--- config.mk ---
export PLATFORM = sky130hd
export DESIGN_NAME = grid_local_peak_finder
export DESIGN_NICKNAME = d
export VERILOG_FILES = /design/src/rtl/core/glpf_pkg.sv /design/src/rtl/core/grid_local_peak_finder.sv /design/src/rtl/core/glpf_cell.sv /design/src/rtl/core/glpf_row_chain.sv
export SDC_FILE = /design/constraint.sdc
export NUM_CORES = 2
export LEC_CHECK = 0
export ABC_AREA = 1
export ABC_CLOCK_PERIOD_IN_PS = 28600
export BUFFER_PORTS_ARGS = -buffer_cell sky130_fd_sc_hd__buf_2
export CAP_MARGIN = 20
export CORE_ASPECT_RATIO = 1.25
export CORE_MARGIN = 2
export CORE_UTILIZATION = 25
export CTS_CLUSTER_SIZE = 20
export DETAILED_ROUTE_END_ITERATION = 6
export SLEW_MARGIN = 20
export SYNTH_ARGS = -nofsm -noshare
export SYNTH_HDL_FRONTEND = slang
export SYNTH_SLANG_ARGS = --single-unit
--- constraint.sdc ---
create_clock -name clk_i -period 28.6 [get_ports clk_i]
set_clock_uncertainty 0.05 [all_clocks]
set_input_delay 1.43 -clock clk_i [delete_from_list [all_inputs] [get_ports clk_i]]
set_output_delay 1.43 -clock clk_i [all_outputs]
set_load 0.03 [all_outputs]
--- src/rtl/core/glpf_pkg.sv ---
// ----------------------------------------------------------------------------
// glpf_pkg: shared types and constants of the grid local peak finder
// Register map, configuration field widths and the control state type.
// ----------------------------------------------------------------------------
`default_nettype none

package glpf_pkg;

  // configuration port
  localparam int APB_AW = 3;
  localparam int APB_DW = 32;

  // configuration register fields
  localparam int CFG_ROWS_W = 11;
  localparam int CFG_COLS_W = 6;

  // register index, taken from paddr[2]
  localparam logic REG_NUM_ROWS = 1'b0;
  localparam logic REG_NUM_COLS = 1'b1;

  // control sequencer
  typedef enum logic [1:0] {
    ST_RUN,
    ST_FLUSH,
    ST_DRAIN
  } glpf_state_e;

endpackage : glpf_pkg

`default_nettype wire

--- src/rtl/core/grid_local_peak_finder.sv ---
// ----------------------------------------------------------------------------
// grid_local_peak_finder: 4-neighbor local maximum detection on a streamed grid
// Cells arrive row-major; each cell of the row above is judged when the cell
// below it arrives, and the last cell of a frame flushes the last row.
// ----------------------------------------------------------------------------
// Throughput: one word per cycle while streaming a frame and the output is not stalled.
// Order: a peak of row r-1 appears on the output the cycle after the word
//   below it is taken. The final word of a frame holds its peak and starts a
//   flush of the last row through the row chains, with input stalled.
// Reset: num_rows = num_cols = 1, row and column position zero, output empty.
//   The row chains are not reset; a new frame never reads stale contents.
// ----------------------------------------------------------------------------
`default_nettype none

module grid_local_peak_finder
  import glpf_pkg::*;
#(
  parameter int MAX_COLS   = 32,
  parameter int MAX_ROWS   = 1024,
  parameter int DATA_WIDTH = 16,
  localparam int IN_TW     = ((DATA_WIDTH + 7) / 8) * 8,
  localparam int ROW_W     = (MAX_ROWS > 1) ? $clog2(MAX_ROWS) : 1,
  localparam int COL_W     = (MAX_COLS > 1) ? $clog2(MAX_COLS) : 1,
  localparam int OUT_TW    = ((ROW_W + COL_W + 7) / 8) * 8
) (
  input  wire logic              clk_i,
  input  wire logic              rst_ni,
  // input stream
  input  wire logic              s_axis_tvalid,
  output logic                   s_axis_tready,
  input  wire logic [IN_TW-1:0]  s_axis_tdata,   // [DATA_WIDTH-1:0] height_value
  // result stream
  output logic                   m_axis_tvalid,
  input  wire logic              m_axis_tready,
  output logic      [OUT_TW-1:0] m_axis_tdata,   // peak_row, then peak_col, zero pad
  output logic                   m_axis_tlast,   // last_of_run
  // configuration
  input  wire logic              psel,
  input  wire logic              penable,
  input  wire logic              pwrite,
  input  wire logic [APB_AW-1:0] paddr,
  input  wire logic [APB_DW-1:0] pwdata,
  output logic      [APB_DW-1:0] prdata,
  output logic                   pready
);

  // --------------------------------------------------------------------------
  // configuration registers
  // --------------------------------------------------------------------------
  logic [CFG_ROWS_W-1:0] num_rows_q;
  logic [CFG_COLS_W-1:0] num_cols_q;
  logic                  cfg_wr;
  logic                  cfg_idx;

  assign pready  = 1'b1;
  assign cfg_idx = paddr[2];
  assign cfg_wr  = psel && penable && pwrite && pready;

  always_ff @(posedge clk_i or negedge rst_ni) begin
    if (!rst_ni) begin
      num_rows_q <= CFG_ROWS_W'(1);
      num_cols_q <= CFG_COLS_W'(1);
    end else if (cfg_wr) begin
      case (cfg_idx)
        REG_NUM_ROWS: num_rows_q <= pwdata[CFG_ROWS_W-1:0];
        REG_NUM_COLS: num_cols_q <= pwdata[CFG_COLS_W-1:0];
        default:      num_rows_q <= num_rows_q;
      endcase
    end
  end

  always_comb begin
    case (cfg_idx)
      REG_NUM_ROWS: prdata = APB_DW'(num_rows_q);
      REG_NUM_COLS: prdata = APB_DW'(num_cols_q);
      default:      prdata = '0;
    endcase
  end

  // saturated frame geometry, as last index
  logic [ROW_W-1:0] last_row;
  logic [COL_W-1:0] last_col;

  always_comb begin
    if (num_rows_q == '0) begin
      last_row = '0;
    end else if (32'(num_rows_q) > 32'(MAX_ROWS)) begin
      last_row = ROW_W'(MAX_ROWS - 1);
    end else begin
      last_row = ROW_W'(num_rows_q - 1'b1);
    end
    if (num_cols_q == '0) begin
      last_col = '0;
    end else if (32'(num_cols_q) > 32'(MAX_COLS)) begin
      last_col = COL_W'(MAX_COLS - 1);
    end else begin
      last_col = COL_W'(num_cols_q - 1'b1);
    end
  end

  // --------------------------------------------------------------------------
  // row chains: A holds the last num_cols words, B the row before them
  // --------------------------------------------------------------------------
  logic                         chain_shift;
  logic                         rotate;
  logic        [DATA_WIDTH-1:0] a_ins;
  logic        [DATA_WIDTH-1:0] b_ins;
  logic signed [DATA_WIDTH-1:0] a_head;
  logic signed [DATA_WIDTH-1:0] a_second;
  logic signed [DATA_WIDTH-1:0] b_head;
  logic        [DATA_WIDTH-1:0] b_second;
  logic signed [DATA_WIDTH-1:0] left_q;
  logic signed [DATA_WIDTH-1:0] key;

  assign key = s_axis_tdata[DATA_WIDTH-1:0];

  // streaming feeds the new word; the flush rotates each chain onto itself
  assign a_ins = rotate ? a_head : key;
  assign b_ins = rotate ? b_head : a_head;

  glpf_row_chain #(
    .DW    (DATA_WIDTH),
    .DEPTH (MAX_COLS),
    .IDX_W (COL_W)
  ) u_chain_a (
    .clk_i      (clk_i),
    .shift_i    (chain_shift),
    .last_idx_i (last_col),
    .ins_i      (a_ins),
    .head_o     (a_head),
    .second_o   (a_second)
  );

  glpf_row_chain #(
    .DW    (DATA_WIDTH),
    .DEPTH (MAX_COLS),
    .IDX_W (COL_W)
  ) u_chain_b (
    .clk_i      (clk_i),
    .shift_i    (chain_shift),
    .last_idx_i (last_col),
    .ins_i      (b_ins),
    .head_o     (b_head),
    .second_o   (b_second)
  );

  // left neighbor: the head word before the previous shift
  always_ff @(posedge clk_i) begin
    if (chain_shift) begin
      left_q <= a_head;
    end
  end

  // --------------------------------------------------------------------------
  // control and peak tests
  // --------------------------------------------------------------------------
  glpf_state_e      state_q, state_d;
  logic [ROW_W-1:0] row_q, row_d;
  logic [COL_W-1:0] col_q, col_d;
  logic [COL_W-1:0] fcnt_q, fcnt_d;
  logic             pend_vld_q, pend_vld_d;
  logic [ROW_W-1:0] pend_row_q, pend_row_d;
  logic [COL_W-1:0] pend_col_q, pend_col_d;
  logic             out_vld_q, out_vld_d;
  logic [ROW_W-1:0] out_row_q, out_row_d;
  logic [COL_W-1:0] out_col_q, out_col_d;
  logic             out_last_q, out_last_d;
  logic             out_free;
  logic             in_fire;
  logic             final_cell;
  logic             s_peak;
  logic             f_peak;

  assign out_free      = !out_vld_q || m_axis_tready;
  assign s_axis_tready = (state_q == ST_RUN) && out_free;
  assign in_fire       = s_axis_tvalid && s_axis_tready;
  assign final_cell    = (row_q == last_row) && (col_q == last_col);

  // cell above the arriving word: head of A, neighbors left/right/up/down
  assign s_peak = (row_q != '0) &&
                  !(((col_q != '0) && (a_head < left_q)) ||
                    ((col_q != last_col) && (a_head < a_second)) ||
                    ((row_q > ROW_W'(1)) && (a_head < b_head)) ||
                    (a_head < key));

  // last row during flush: no row below
  assign f_peak = !(((fcnt_q != '0) && (a_head < left_q)) ||
                    ((fcnt_q != last_col) && (a_head < a_second)) ||
                    ((last_row != '0) && (a_head < b_head)));

  always_comb begin
    state_d     = state_q;
    row_d       = row_q;
    col_d       = col_q;
    fcnt_d      = fcnt_q;
    pend_vld_d  = pend_vld_q;
    pend_row_d  = pend_row_q;
    pend_col_d  = pend_col_q;
    out_vld_d   = out_vld_q && !m_axis_tready;
    out_row_d   = out_row_q;
    out_col_d   = out_col_q;
    out_last_d  = out_last_q;
    chain_shift = 1'b0;
    rotate      = 1'b0;

    case (state_q)
      ST_RUN: begin
        if (in_fire) begin
          chain_shift = 1'b1;
          if (final_cell) begin
            // hold this peak until the flush shows whether it is the last
            if (s_peak) begin
              pend_vld_d = 1'b1;
              pend_row_d = row_q - 1'b1;
              pend_col_d = col_q;
            end
            fcnt_d  = '0;
            row_d   = '0;
            col_d   = '0;
            state_d = ST_FLUSH;
          end else begin
            if (s_peak) begin
              out_vld_d  = 1'b1;
              out_row_d  = row_q - 1'b1;
              out_col_d  = col_q;
              out_last_d = 1'b1;
            end
            if (col_q == last_col) begin
              col_d = '0;
              row_d = row_q + 1'b1;
            end else begin
              col_d = col_q + 1'b1;
            end
          end
        end
      end

      ST_FLUSH: begin
        if (out_free) begin
          chain_shift = 1'b1;
          rotate      = 1'b1;
          if (f_peak) begin
            if (pend_vld_q) begin
              out_vld_d  = 1'b1;
              out_row_d  = pend_row_q;
              out_col_d  = pend_col_q;
              out_last_d = 1'b0;
            end
            pend_vld_d = 1'b1;
            pend_row_d = last_row;
            pend_col_d = fcnt_q;
          end
          if (fcnt_q == last_col) begin
            state_d = ST_DRAIN;
          end else begin
            fcnt_d = fcnt_q + 1'b1;
          end
        end
      end

      ST_DRAIN: begin
        // the held peak closes the run
        if (out_free) begin
          if (pend_vld_q) begin
            out_vld_d  = 1'b1;
            out_row_d  = pend_row_q;
            out_col_d  = pend_col_q;
            out_last_d = 1'b1;
          end
          pend_vld_d = 1'b0;
          state_d    = ST_RUN;
        end
      end

      default: state_d = ST_RUN;
    endcase

    // any register write restarts the frame
    if (cfg_wr) begin
      row_d = '0;
      col_d = '0;
    end
  end

  always_ff @(posedge clk_i or negedge rst_ni) begin
    if (!rst_ni) begin
      state_q    <= ST_RUN;
      row_q      <= '0;
      col_q      <= '0;
      fcnt_q     <= '0;
      pend_vld_q <= 1'b0;
      out_vld_q  <= 1'b0;
    end else begin
      state_q    <= state_d;
      row_q      <= row_d;
      col_q      <= col_d;
      fcnt_q     <= fcnt_d;
      pend_vld_q <= pend_vld_d;
      out_vld_q  <= out_vld_d;
    end
  end

  // result payload
  always_ff @(posedge clk_i) begin
    pend_row_q <= pend_row_d;
    pend_col_q <= pend_col_d;
    out_row_q  <= out_row_d;
    out_col_q  <= out_col_d;
    out_last_q <= out_last_d;
  end

  assign m_axis_tvalid = out_vld_q;
  assign m_axis_tdata  = OUT_TW'({out_col_q, out_row_q});
  assign m_axis_tlast  = out_last_q;

  // --------------------------------------------------------------------------
  // assertions
  // --------------------------------------------------------------------------
  a_final_starts_flush: assert property (@(posedge clk_i) disable iff (!rst_ni)
    in_fire && final_cell |=> state_q == ST_FLUSH)
    else $error("final word did not start the row flush");

  a_flush_index_range: assert property (@(posedge clk_i) disable iff (!rst_ni)
    state_q == ST_FLUSH |-> fcnt_q <= last_col)
    else $error("flush index beyond row length");

  a_drain_clears_pending: assert property (@(posedge clk_i) disable iff (!rst_ni)
    state_q == ST_DRAIN && out_free |=> !pend_vld_q && state_q == ST_RUN)
    else $error("held peak left after drain");

  a_open_run_only_in_flush: assert property (@(posedge clk_i) disable iff (!rst_ni)
    out_vld_q && !out_last_q |-> state_q == ST_FLUSH || state_q == ST_DRAIN)
    else $error("open run outside the flush");

  a_col_in_row: assert property (@(posedge clk_i) disable iff (!rst_ni)
    col_q <= last_col)
    else $error("column position beyond row length");

endmodule : grid_local_peak_finder

`default_nettype wire

--- src/rtl/core/glpf_cell.sv ---
// ----------------------------------------------------------------------------
// glpf_cell: one storage cell of a row delay chain
// Holds one height; on a shift it takes its neighbor's value, or the chain
// input when it is the tail of the active row length.
// ----------------------------------------------------------------------------
`default_nettype none

module glpf_cell #(
  parameter int DW = 16
) (
  input  wire logic          clk_i,
  input  wire logic          shift_i,
  input  wire logic          tail_i,
  input  wire logic [DW-1:0] ins_i,
  input  wire logic [DW-1:0] next_i,
  output logic      [DW-1:0] data_o
);

  logic [DW-1:0] data_q;
  logic [DW-1:0] data_d;

  // tail cell loads the new word, others move one place toward the head
  always_comb begin
    data_d = data_q;
    if (shift_i) begin
      data_d = tail_i ? ins_i : next_i;
    end
  end

  always_ff @(posedge clk_i) begin
    data_q <= data_d;
  end

  assign data_o = data_q;

endmodule : glpf_cell

`default_nettype wire

--- src/rtl/core/glpf_row_chain.sv ---
// ----------------------------------------------------------------------------
// glpf_row_chain: programmable-length delay line of one grid row
// A row of cells; the word entering at the tail leaves the head after
// last_idx+1 shifts. Head and the cell behind it are tapped.
// ----------------------------------------------------------------------------
`default_nettype none

module glpf_row_chain #(
  parameter int DW    = 16,
  parameter int DEPTH = 32,
  parameter int IDX_W = 5
) (
  input  wire logic             clk_i,
  input  wire logic             shift_i,
  input  wire logic [IDX_W-1:0] last_idx_i,
  input  wire logic [DW-1:0]    ins_i,
  output logic      [DW-1:0]    head_o,
  output logic      [DW-1:0]    second_o
);

  logic [DW-1:0] cell_data [DEPTH];

  // cells, each fed by its neighbor toward the tail
  for (genvar k = 0; k < DEPTH; k++) begin : g_cell
    logic [DW-1:0] next_w;
    logic          tail_w;

    if (k == DEPTH - 1) begin : g_end
      assign next_w = cell_data[k];
    end else begin : g_mid
      assign next_w = cell_data[k+1];
    end

    assign tail_w = (last_idx_i == IDX_W'(k));

    glpf_cell #(
      .DW (DW)
    ) u_cell (
      .clk_i   (clk_i),
      .shift_i (shift_i),
      .tail_i  (tail_w),
      .ins_i   (ins_i),
      .next_i  (next_w),
      .data_o  (cell_data[k])
    );
  end

  assign head_o = cell_data[0];

  // right-hand neighbor tap; unused when the row is one cell long
  if (DEPTH > 1) begin : g_second
    assign second_o = cell_data[1];
  end else begin : g_no_second
    assign second_o = cell_data[0];
  end

endmodule : glpf_row_chain

`default_nettype wire

==> results.rst <==
.. list-table::
   :header-rows: 1

   * - Metric
     - Value
   * - Result of the run
     - completed
   * - Switch share
     - 34.6%
   * - Place WS
     - 21.95 ns
   * - Final design area excluding fillers
     - 54,900 um^2
   * - Post-CTS resize count
     - 0
   * - First-iteration detailed-routing DRC count
     - 2,760
   * - Final max-slew violation count
     - 0
   * - Final std cells w/o fill
     - 6,977
   * - Top-Level Pins
     - 110
   * - Antenna violations before repair
     - 7
   * - Final setup vio count
     - 0
   * - Postcts setup bufs
     - 0
   * - Peak supply drop
     - 0.000112 V
   * - Number of buffers created by CTS
     - 105
   * - Number of enable flip-flop cells after synthesis
     - 1,071
   * - CP peak stage delay
     - 0.79 ns
   * - Reported net switching power
     - 2.36 mW
   * - Largest net degree at the start of global routing
     - 189
   * - Most common cell in the netlist
     - sky130_fd_sc_hd__edfxtp_1
   * - Width of the die
     - 399 um
   * - Post-DP HPWL
     - 61,900 um
   * - Fmax achieved
     - 0.181 GHz
   * - Overall global routing resource usage
     - 10.8%
   * - Type of the worst setup path
     - register to register
   * - Clock latency of the later-clocked register in the worst-skew pair
     - 0.72 ns
   * - Number of max-capacitance violations reported
     - 0
   * - Slew at the pin closest to its max-slew limit
     - 1.16 ns
   * - Placeable Area
     - 194,000 um^2
   * - Final critical-path share of the clock period
     - 19.4%
   * - Total clock sinks
     - 1,112
   * - Worst slack on hold paths
     - 0.454 ns
   * - Routed WL
     - 109,000 um
   * - Gpl congestion
     - 0.864
   * - Commonest register cell after synthesis
     - sky130_fd_sc_hd__edfxtp_1
   * - Total negative setup slack
     - 0 ns
   * - Flop2flop setup slack
     - 23.07 ns
   * - Count of hold-fix buffers inserted at cts
     - 0
   * - Unique masters post-synth
     - 39
   * - Element type at the critical path end
     - register
   * - Overall power consumption
     - 6.82 mW
   * - Vias in the first global route
     - 29,683
   * - Setup repair after global routing missed its margin
     - false
   * - Number of warnings reported in the yosys synthesis log
     - 0
   * - Worst relative slew slack
     - 22.6%
   * - Fin util
     - 28.3%
   * - Slowest cell on the critical path
     - sky130_fd_sc_hd__buf_4
   * - Ratio of cells with drive above 1 in the final layout
     - 8.38%
   * - Die Ht
     - 497 um
   * - CTS HTree Levels
     - 3
   * - Internal power component
     - 4.46 mW
   * - Crit path time final
     - 5.53 ns
   * - Dominant cells by area after synthesis
     - sky130_fd_sc_hd__edfxtp_1 (66%), sky130_fd_sc_hd__nand2_1 (7.0%), sky130_fd_sc_hd__o21ai_0 (5.5%)
   * - Clock transition at path regs
     - 0.07 ns
   * - Clock Tree Buf Depth
     - 3
   * - Pwr/cell area
     - 124 nW/um^2
   * - Full die area
     - 198,000 um^2
   * - Final worst slack
     - 23.07 ns
   * - Arrival @ worst endpoint
     - 5.81 ns
   * - Global-route wire length before repair
     - 171,000 um
   * - Total placed cells including tap cells
     - 6,783
   * - Count of buffers from port buffering
     - 63
   * - Share of Yosys cell area claimed by the top area cell type
     - 66.0%
   * - Mean area per synthesized cell
     - 11.0 um^2
   * - Routed wire per std cell
     - 15.7 um
   * - List of cells traversed by the critical path
     - inv_1 -> ha_1 -> nand2_2 -> buf_4 -> nand2_4 -> buf_12 -> buf_6 -> buf_6 -> buf_4
   * - Post-Syn Area
     - 48,700 um^2
   * - Pleak
     - 20.3 nW
   * - Antenna violation net count after detailed routing
     - 0
   * - Synthesized netlist cell count
     - 4,412
   * - Critical path peak fanout
     - 188
   * - Vias after detailed routing
     - 31,329
   * - Yosys reg bits
     - 1,112
   * - DR pass1 iterations
     - 5
   * - Relative area change from synthesis to final layout
     - 12.7%
   * - Share of total power in the clock network
     - 20.0%
   * - Sequential share of power
     - 49.3%
   * - Min-Delay Path Class
     - register to register
   * - Total count of hold-check failures in the final report
     - 0
   * - Via density
     - 4.49
   * - Combinational group share of total power
     - 30.8%
   * - Worst Path Required
     - 28.88 ns
   * - Async S/R FF share, synth
     - 3.69%
   * - DRC violation count after routing
     - 0
   * - Synth top cells by count
     - sky130_fd_sc_hd__edfxtp_1 (1,071), sky130_fd_sc_hd__nand2_1 (907), sky130_fd_sc_hd__o21ai_0 (532), sky130_fd_sc_hd__nor2_1 (486), sky130_fd_sc_hd__a21oi_1 (432)
   * - Std cell rows
     - 181
   * - Crit-path leading delay family
     - buffers and inverters
   * - Post-synth top area cell
     - sky130_fd_sc_hd__edfxtp_1
   * - Initial Util
     - 25.1%
   * - Clock tree root driver cell
     - sky130_fd_sc_hd__clkbuf_16
   * - Gr ovfl total
     - 0
   * - Final layout net count
     - 4,464
   * - Worst path buffer plus inverter count
     - 6
   * - Proportion of synthesized chip area in sequential cells
     - 68.2%
   * - Startpoint types
     - register
   * - CTS tree
     - yes
   * - Placed cell areas
     - 51,500 um^2
per-layer routing:
metal	up-vias	global-route usage, %	share of wire (%)
met5	-	0	0.030
met4	4	3.92	3.1
met3	182	1.48	4.9
met2	669	17.8	48
met1	15334	14.3	44
li1	15140	-	-
worst min-delay path: stages (launching register included):
cell,delay (ns)
sky130_fd_sc_hd__edfxtp_1,0.32
sky130_fd_sc_hd__nand2_1,0.05
sky130_fd_sc_hd__o21ai_0,0.06
sequential cells by signal, summed over array words and instances, names as in the netlist, 6 cells and up:
name                            flops
out_row_q                          10
num_cols_q                          6
u_chain_b.g_cell.u_cell.data_o    512
u_chain_a.g_cell.u_cell.data_o    512
num_rows_q                         11
row_q                              10
left_q                             16
pend_row_q                         10
logic make-up (layout without fill, tap and decap cells):
kind of cell / after synthesis / in the layout / share of synthesized area (%)
simple gates: 1541 / 1541 / 12.6
compound gates: 1134 / 1134 / 12.5
flops: 1112 / 1112 / 68.2
buf+inv: 526 / 507 / 4.46
fa+ha+maj: 75 / 75 / 1.93
xor+xnor: 22 / 22 / 0.396
other cells: 2 / 24 / 0.0154
layout make-up:
type	count	area (um^2)
inverter	195	732
tap	2562	3210
timing repair buffer	122	836
antenna	1	2.50
fill	19964	139000
clock buffer	130	2770
multi-input combinational	2795	13700
clock inverter	60	508
sequential	1112	33200
final timing paths:
check	cells after the start	start	to
worst min-delay path	2	u_chain_a.g_cell[9].u_cell.data_o[4]$_DFFE_PP_	u_chain_a.g_cell[8].u_cell.data_o[4]$_DFFE_PP_
min in group asynchronous	1	rst_ni	row_q[6]$_DFFE_PN0P_
max in group asynchronous	1	rst_ni	num_cols_q[1]$_DFFE_PN0P_
worst max-delay path	9	state_q[1]$_DFFE_PN0P_	u_chain_b.g_cell[10].u_cell.data_o[6]$_DFFE_PP_
worst min register to register	2	u_chain_a.g_cell[9].u_cell.data_o[4]$_DFFE_PP_	u_chain_a.g_cell[8].u_cell.data_o[4]$_DFFE_PP_
worst max register to register	9	state_q[1]$_DFFE_PN0P_	u_chain_b.g_cell[10].u_cell.data_o[6]$_DFFE_PP_
layout by cell type (no fill, tap or decap), types with 22 or more instances in the layout:
cell type	count
sky130_fd_sc_hd__buf_2	62
sky130_fd_sc_hd__o21ai_0	517
sky130_fd_sc_hd__nand2_1	891
sky130_fd_sc_hd__edfxtp_1	1071
sky130_fd_sc_hd__ha_1	75
sky130_fd_sc_hd__xor2_1	22
sky130_fd_sc_hd__a21oi_1	432
sky130_fd_sc_hd__o21a_1	142
sky130_fd_sc_hd__buf_4	50
sky130_fd_sc_hd__nor2_1	481
sky130_fd_sc_hd__conb_1	23
sky130_fd_sc_hd__nand3_1	80
sky130_fd_sc_hd__inv_1	189
sky130_fd_sc_hd__nand2_2	22
sky130_fd_sc_hd__clkinv_2	25
sky130_fd_sc_hd__clkbuf_16	106
sky130_fd_sc_hd__dfrtp_1	39
power by group through the flow:
stage | logic, mW | registers (mW) | clock network [mW]
final | 2.10 | 3.36 | 1.36
after global routing | 2.41 | 3.45 | 1.45
after CTS | 2.11 | 3.37 | 1.40
after detailed placement | 2.10 | 3.39 | 0
after global placement | 2.04 | 3.37 | 0
after floorplan | 1.51 | 4.14 | 0
Power figures use the tool's default switching activity.
